[config.mk]
export PLATFORM = sky130hd
export DESIGN_NAME = pixel_luminance_to_glyph
export DESIGN_NICKNAME = d
export VERILOG_FILES = /design/src/rtl/pltg_pkg.sv /design/src/rtl/pixel_luminance_to_glyph.sv /design/src/rtl/pltg_lin_rom.sv
export SDC_FILE = /design/constraint.sdc
export NUM_CORES = 2
export LEC_CHECK = 0
export ABC_CLOCK_PERIOD_IN_PS = 8200
export BUFFER_PORTS_ARGS = -buffer_cell sky130_fd_sc_hd__buf_2
export CELL_PAD_IN_SITES_DETAIL_PLACEMENT = 1
export CELL_PAD_IN_SITES_GLOBAL_PLACEMENT = 1
export CORE_MARGIN = 3
export CORE_UTILIZATION = 45
export CTS_CLUSTER_DIAMETER = 120
export DETAILED_ROUTE_END_ITERATION = 6
export PLACE_DENSITY = 0.77
export SYNTH_ARGS = -nofsm -noshare
export SYNTH_HDL_FRONTEND = slang
export SYNTH_SLANG_ARGS = --single-unit
[constraint.sdc]
create_clock -name clk -period 8.2 [get_ports clk]
set_input_delay 0.82 -clock clk [delete_from_list [all_inputs] [get_ports clk]]
set_output_delay 0.82 -clock clk [all_outputs]
set_load 0.05 [all_outputs]
[src/rtl/pltg_pkg.sv]
// Shared constants and elaboration-time table functions for pixel_luminance_to_glyph.
// Holds the register indexes, mode codes, reset ramp and luminance thresholds.
// No dependencies.
`default_nettype none

package pltg_pkg;

  // Configuration register indexes.
  localparam logic [2:0] CFG_MODE      = 3'd0;
  localparam logic [2:0] CFG_GAMMA_A   = 3'd1;
  localparam logic [2:0] CFG_GAMMA_B   = 3'd2;
  localparam logic [2:0] CFG_GAMMA_C   = 3'd3;
  localparam logic [2:0] CFG_GLYPHS_LO = 3'd4;
  localparam logic [2:0] CFG_GLYPHS_HI = 3'd5;

  // Threshold modes. The unused fourth code behaves as linear.
  localparam logic [1:0] MODE_LINEAR  = 2'd0;
  localparam logic [1:0] MODE_NATURAL = 2'd1;
  localparam logic [1:0] MODE_GAMMA   = 2'd2;

  // Reset ramp " .:-=+*#%@", level 0 in the lowest byte.
  localparam logic [63:0] GLYPHS_LO_RESET = 64'h232A_2B3D_2D3A_2E20;
  localparam logic [15:0] GLYPHS_HI_RESET = 16'h4025;

  localparam int unsigned NUM_THR = 9;

  typedef logic [15:0] lum_t;

  // Linear mode: Y reaches level k when 10*Y >= k*65536, that is Y >= ceil(k*65536/10).
  function automatic lum_t linear_thr(input int unsigned k);
    return lum_t'((k * 65536 + 9) / 10);
  endfunction

  // CIE L* mode: ceil(((10k+16)/116)^3 * 65536).
  function automatic lum_t natural_thr(input int unsigned k);
    logic [63:0] base;
    logic [63:0] num;
    base = 64'(10 * k + 16);
    num  = base * base * base * 64'd65536;
    return lum_t'((num + 64'd1560895) / 64'd1560896);
  endfunction

  // One entry of the sRGB linearization table, round(65536 * lin(code/255)) with
  // half-up rounding and saturation at 65535. The curve part is solved exactly by a
  // binary search on (2y-1)^5 * 269025^12 <= 2^85 * (1000*code + 14025)^12.
  function automatic lum_t lin_entry(input int unsigned code);
    logic [319:0] d12;
    logic [319:0] rhs;
    logic [319:0] lhs;
    int unsigned  lo;
    int unsigned  hi;
    int unsigned  mid;
    int unsigned  n;
    int unsigned  i;
    if (code <= 10) begin
      return lum_t'((2 * code * 6553600 + 329460) / 658920);
    end
    d12 = 320'd1;
    for (i = 0; i < 12; i++) begin
      d12 = d12 * 320'd269025;
    end
    n   = 1000 * code + 14025;
    rhs = 320'd1;
    for (i = 0; i < 12; i++) begin
      rhs = rhs * 320'(n);
    end
    rhs = rhs << 85;
    lo  = 0;
    hi  = 65536;
    while (lo < hi) begin
      mid = (lo + hi + 1) >> 1;
      lhs = d12;
      for (i = 0; i < 5; i++) begin
        lhs = lhs * 320'(2 * mid - 1);
      end
      if (lhs <= rhs) begin
        lo = mid;
      end else begin
        hi = mid - 1;
      end
    end
    if (lo > 65535) begin
      return 16'hFFFF;
    end
    return lum_t'(lo);
  endfunction

endpackage

`default_nettype wire

[src/rtl/pixel_luminance_to_glyph.sv]
// pixel_luminance_to_glyph: maps an sRGB pixel to a brightness level 0..9 and a ramp glyph.
// A pixel is taken in every cycle while the pipeline can move. It passes three register
// stages: one for the linearization table, one for the three luminance multipliers, and
// one for the sum, the nine threshold compares and the glyph select. Its result is
// presented from the third stage's output register and is held there while out_stall is high.
// Each stage holds its request independently, so bubbles close up under output stall and
// in_stall rises only when all three stages are full and the output is stalled.
// The configuration port is always ready; write it only while the pipeline is empty.
// Depends on pltg_pkg and pltg_lin_rom.
`default_nettype none

module pixel_luminance_to_glyph
  import pltg_pkg::*;
(
  input  wire logic        clk,
  input  wire logic        rst_n,
  // Pixel input
  input  wire logic        in_valid,
  output logic             in_stall,
  input  wire logic [7:0]  in_red,
  input  wire logic [7:0]  in_green,
  input  wire logic [7:0]  in_blue,
  // Glyph output
  output logic             out_valid,
  input  wire logic        out_stall,
  output logic [7:0]       out_glyph,
  output logic [3:0]       out_level,
  // Configuration writes
  input  wire logic        cfg_valid,
  output logic             cfg_ready,
  input  wire logic [2:0]  cfg_index,
  input  wire logic [63:0] cfg_data
);

  // Configuration registers.
  logic [1:0]  mode_r;
  logic [47:0] gamma_a_r;
  logic [47:0] gamma_b_r;
  logic [47:0] gamma_c_r;
  logic [63:0] glyphs_lo_r;
  logic [15:0] glyphs_hi_r;

  // Pipeline registers.
  logic        v1_r;
  lum_t        red_lin_r;
  lum_t        green_lin_r;
  lum_t        blue_lin_r;
  logic        v2_r;
  logic [31:0] prod_red_r;
  logic [31:0] prod_green_r;
  logic [31:0] prod_blue_r;
  logic        out_valid_r;
  logic [7:0]  glyph_r;
  logic [3:0]  level_r;

  logic        adv_out;
  logic        free2;
  logic        free1;
  lum_t        red_lin;
  lum_t        green_lin;
  lum_t        blue_lin;
  logic [33:0] lum_sum;
  lum_t        lum;
  lum_t        thr [NUM_THR];
  logic [3:0]  level_nxt;
  logic [79:0] ramp;
  logic [7:0]  glyph_nxt;

  assign cfg_ready = 1'b1;

  // Configuration writes; indexes beyond the list are ignored.
  always_ff @(posedge clk) begin
    if (!rst_n) begin
      mode_r      <= MODE_LINEAR;
      gamma_a_r   <= '0;
      gamma_b_r   <= '0;
      gamma_c_r   <= '0;
      glyphs_lo_r <= GLYPHS_LO_RESET;
      glyphs_hi_r <= GLYPHS_HI_RESET;
    end else if (cfg_valid && cfg_ready) begin
      case (cfg_index)
        CFG_MODE:      mode_r      <= cfg_data[1:0];
        CFG_GAMMA_A:   gamma_a_r   <= cfg_data[47:0];
        CFG_GAMMA_B:   gamma_b_r   <= cfg_data[47:0];
        CFG_GAMMA_C:   gamma_c_r   <= cfg_data[47:0];
        CFG_GLYPHS_LO: glyphs_lo_r <= cfg_data;
        CFG_GLYPHS_HI: glyphs_hi_r <= cfg_data[15:0];
        default: ;
      endcase
    end
  end

  // Per-stage flow control: a stage may load when it is empty or is moving on.
  assign adv_out  = !out_valid_r || !out_stall;
  assign free2    = !v2_r || adv_out;
  assign free1    = !v1_r || free2;
  assign in_stall = !free1;

  always_ff @(posedge clk) begin
    if (!rst_n) begin
      v1_r        <= 1'b0;
      v2_r        <= 1'b0;
      out_valid_r <= 1'b0;
    end else begin
      if (free1) begin
        v1_r <= in_valid;
      end
      if (free2) begin
        v2_r <= v1_r;
      end
      if (adv_out) begin
        out_valid_r <= v2_r;
      end
    end
  end

  // Stage 1: linearize each channel.
  pltg_lin_rom u_lin_rom (
    .red_code   (in_red),
    .green_code (in_green),
    .blue_code  (in_blue),
    .red_lin    (red_lin),
    .green_lin  (green_lin),
    .blue_lin   (blue_lin)
  );

  always_ff @(posedge clk) begin
    if (free1 && in_valid) begin
      red_lin_r   <= red_lin;
      green_lin_r <= green_lin;
      blue_lin_r  <= blue_lin;
    end
  end

  // Stage 2: weight each channel by its luminance coefficient.
  always_ff @(posedge clk) begin
    if (free2 && v1_r) begin
      prod_red_r   <= 32'(red_lin_r) * 32'd13933;
      prod_green_r <= 32'(green_lin_r) * 32'd46871;
      prod_blue_r  <= 32'(blue_lin_r) * 32'd4732;
    end
  end

  // Stage 3: luminance, threshold count and glyph select.
  assign lum_sum = 34'(prod_red_r) + 34'(prod_green_r) + 34'(prod_blue_r);
  assign lum     = lum_sum[31:16];

  always_comb begin
    for (int k = 0; k < NUM_THR; k++) begin
      case (mode_r)
        MODE_NATURAL: thr[k] = natural_thr(k + 1);
        MODE_GAMMA: begin
          if (k < 3) begin
            thr[k] = gamma_a_r[16 * (k % 3) +: 16];
          end else if (k < 6) begin
            thr[k] = gamma_b_r[16 * (k % 3) +: 16];
          end else begin
            thr[k] = gamma_c_r[16 * (k % 3) +: 16];
          end
        end
        default: thr[k] = linear_thr(k + 1);
      endcase
    end
  end

  always_comb begin
    level_nxt = '0;
    for (int k = 0; k < NUM_THR; k++) begin
      level_nxt = level_nxt + 4'(lum >= thr[k]);
    end
  end

  assign ramp      = {glyphs_hi_r, glyphs_lo_r};
  assign glyph_nxt = ramp[{level_nxt, 3'b000} +: 8];

  always_ff @(posedge clk) begin
    if (adv_out && v2_r) begin
      glyph_r <= glyph_nxt;
      level_r <= level_nxt;
    end
  end

  assign out_valid = out_valid_r;
  assign out_glyph = glyph_r;
  assign out_level = level_r;

endmodule

`default_nettype wire

[src/rtl/pltg_lin_rom.sv]
// sRGB-to-linear lookup table with three read ports, one per color channel.
// Table contents are computed at elaboration by pltg_pkg::lin_entry.
`default_nettype none

module pltg_lin_rom
  import pltg_pkg::*;
(
  input  wire logic [7:0] red_code,
  input  wire logic [7:0] green_code,
  input  wire logic [7:0] blue_code,
  output lum_t            red_lin,
  output lum_t            green_lin,
  output lum_t            blue_lin
);

  lum_t lin_tab [256];

  // Constant table, one entry per sRGB code.
  for (genvar gi = 0; gi < 256; gi++) begin : g_tab
    localparam lum_t ENTRY = lin_entry(gi);
    assign lin_tab[gi] = ENTRY;
  end

  assign red_lin   = lin_tab[red_code];
  assign green_lin = lin_tab[green_code];
  assign blue_lin  = lin_tab[blue_code];

endmodule

`default_nettype wire

==> reports/qor.yml <==
floorplanning:
  die_h_um: 322.7
  die-width_um: 322.7
  core_area_um2: 98850
  rows: 115
  ioPinCount: 111
  die-area_um2: 104100
  start_util_pct: 45.65
flow_run:
  cap_viol_max_count: 0
layout:
  multi_input_area_um2: 33090
  fill_cells: 11920
  final_core_util_pct: 49.18
  layout.nets: 6415
  area_delta_synth_final_pct: 7.747
  regArea_um2: 9059
  drive_gt1_share_pct: 7.652
  instances_no_fill: 6830
synthesis:
  synth_top_cell_by_area: "ha_1"
  synth_seq_cells: 378
  synth_nets: 6514
  synth.distinct_cells: 94
  yosys_warnings: 0
  yosysTopAreaCellShare_pct: 14.64
  yosysMostFrequentCell: "nand2_1"
  synth_edf_count: 149
  synth_area_leaders: "ha_1 (15%), fa_1 (13%), dfxtp_1 (10%)"
  synth.avg_cell_area_um2: 8.052
  syn_inst: 5604
  ys_seq_area_share_pct: 20.08
  synthTopCellsByCount: "nand2_1 (853), ha_1 (528), inv_1 (449), o21ai_0 (428), a21oi_1 (425)"
  netlist_area_um2: 45120
  async_reset_ff_share_pct: 0
  synthFlopType: "dfxtp_1"
clock_network:
  htreeDepth: 2
  cts.clk_slew.worst_paths_ns: 0.06
  insertion_delay_ns: 0.62
  cts_buffer_depth: 3
  cts_tree: "done"
  root_buffer: "clkbuf_16"
  ctsHoldBuffers: 0
  cts_inserted_buffers: 45
  cts_sinks: 378
timing:
  worst_slack_ns: -0.07416
  fmax_mhz: 120.9
  clock_skew_ns: 0.03730
  worst_pin_slew_ns: 1.202
  setup_viol: 7
  fin_crit_ns: 8.274
  rsz0062_at_grt: "yes"
  hold_viol_final: 0
  fin_crit_sh_pct: 100.9
  max_slew_margin_pct: 19.31
  slew_violations: 0
critical_path:
  crit_family: "adder cells"
  crit_path_start_kind: "register"
  cp.required_ns: 8.56
  reg2regPathDepth: 27
  cp.arrival_ns: 8.64
  path_max_fanout: 11
  timing.critical_path.buf_inv: 8
  cp-end-kind: "register"
  critical_path_class: "register to register"
  path_depth: 27
  endpoint: "out_glyph[7]$_DFFE_PP_"
  cp-startpoint: "prod_red_r[4]$_DFFE_PP_"
  cp_slowest_cell: "xnor2_1"
  r2r-end: "out_glyph[7]$_DFFE_PP_"
  regToRegSetupSlack_ns: -0.07
  slowest_delay_ns: 0.93
  reg2reg_from: "prod_red_r[4]$_DFFE_PP_"
global_route:
  antenna_found_initial: 14
  grt_pass1_wl_um: 267700
  grt_pass1_vias: 44430
  grt_max_degree: 124
  overflow: 0
  grt_use_total_pct: 32.89
placement:
  placed_cells: 6735
  portBuffers: 109
  gp_congestion: 1.001
  dpl.hpwl_um: 129700
drt:
  num_vias: 43940
  drc: 0
  postRouteAntennaNets: 0
  routed_wirelength_um: 174900
  drt_iter0_markers: 4886
  routed_via_density: 6.433
  post_drt_wl_per_cell_um: 25.61
  drt_pass1_iterations: 6
outcome:
  status: "finished with violations"
  violations: "setup timing"
worst_hold_path:
  min_path_type: "input pin to register"
==> cells by family after synthesis <==
family | synth area share [%]
muxes | 2.507
DFF | 20.08
adders and majority gates | 27.63
other | 0.008311
and+or+nand+nor | 15.64
buffers and inverters | 7.076
AOI/OAI and AO/OA | 24.91
xor gates and xnor gates | 2.155
==> routing by layer <==
layer  GRT usage, %  up-vias  wire [um]
li1               -    19640          -
met2          50.44     2018      76670
met3          7.893      439      16650
met1          45.42    21830      75110
met5              0        -         73
met4          11.27       12       6429
==> what timing repair did <==
item | in CTS | in global routing
setup endpoints to repair | 8 | 8
gates resized for setup | 12 | 25
pin swaps | 12 | 22
setup buffers | 4 | 5
cloned | 1 | 0
==> metrics by stage <==
step | setup slack [ns] | hold slack (ns) | area [um^2] | TNS (ns)
final | -0.07416 | 0.4067 | 48620 | -0.1946
after global routing | -0.3350 | 0.4011 | 48610 | -2.378
after CTS | 0.0001181 | 0.3840 | 48460 | 0
after detailed placement | -0.2233 | 0.4597 | 46820 | -1.448
after global placement | 0.05825 | 0.4485 | 46820 | 0
after floorplan | 0.03285 | 0.4351 | 45130 | 0
==> registers in the layout (all words and copies together), names as in the netlist <==
register / flops
out_valid: 1
out_level: 4
out_glyph: 8
red_lin_r: 16
prod_green_r: 32
prod_blue_r: 27
gamma_a_r: 48
green_lin_r: 16
mode_r: 2
glyphs_hi_r: 16
glyphs_lo_r: 64
gamma_b_r: 48
prod_red_r: 30
gamma_c_r: 48
v1_r: 1
v2_r: 1
blue_lin_r: 16
==> worst min-delay path by stage <==
stage,start,to,slack (ns),cells past startpoint
global placement,gamma_c_r[42]$_SDFFE_PN0P_,gamma_c_r[42]$_SDFFE_PN0P_,0.45,2
global route,cfg_data[57],glyphs_lo_r[57]$_SDFFE_PN1P_,0.40,3
floorplan,glyphs_lo_r[40]$_SDFFE_PN1P_,glyphs_lo_r[40]$_SDFFE_PN1P_,0.44,2
finish,cfg_data[57],glyphs_lo_r[57]$_SDFFE_PN1P_,0.41,3
detailed placement,gamma_c_r[40]$_SDFFE_PN0P_,gamma_c_r[40]$_SDFFE_PN0P_,0.46,2
CTS,cfg_data[57],glyphs_lo_r[57]$_SDFFE_PN1P_,0.38,3
==> worst min-delay path, delay by kind of cell <==
family,cells,cell delay (ns)
AND/OR/NAND/NOR,2,0.11
buffers and inverters,1,0.07
==> layout by cell type (no fill, tap or decap), types with 97 or more instances in the layout <==
cell type / instances
a21boi_0: 199
a21oi_1: 420
buf_2: 100
buf_4: 133
dfxtp_1: 229
edfxtp_1: 149
fa_1: 283
ha_1: 523
inv_1: 446
nand2_1: 852
nand3_1: 130
nor2_1: 306
nor3_1: 97
o21ai_0: 426
==> final cells by class <==
| class | count | share of cell area, % |
|---|---|---|
| clock buffer | 69 | 2.666 |
| multi-input combinational | 4383 | 68.07 |
| sequential | 378 | 18.63 |
| inverter | 458 | 3.536 |
| timing repair buffer | 239 | 3.276 |
| clock inverter | 14 | 0.4993 |
| antenna | 2 | 0.01029 |
| tap | 1287 | 3.312 |
Power is not shown: default switching activity piles up to over one toggle a cycle in this logic, so the estimate is an artifact.
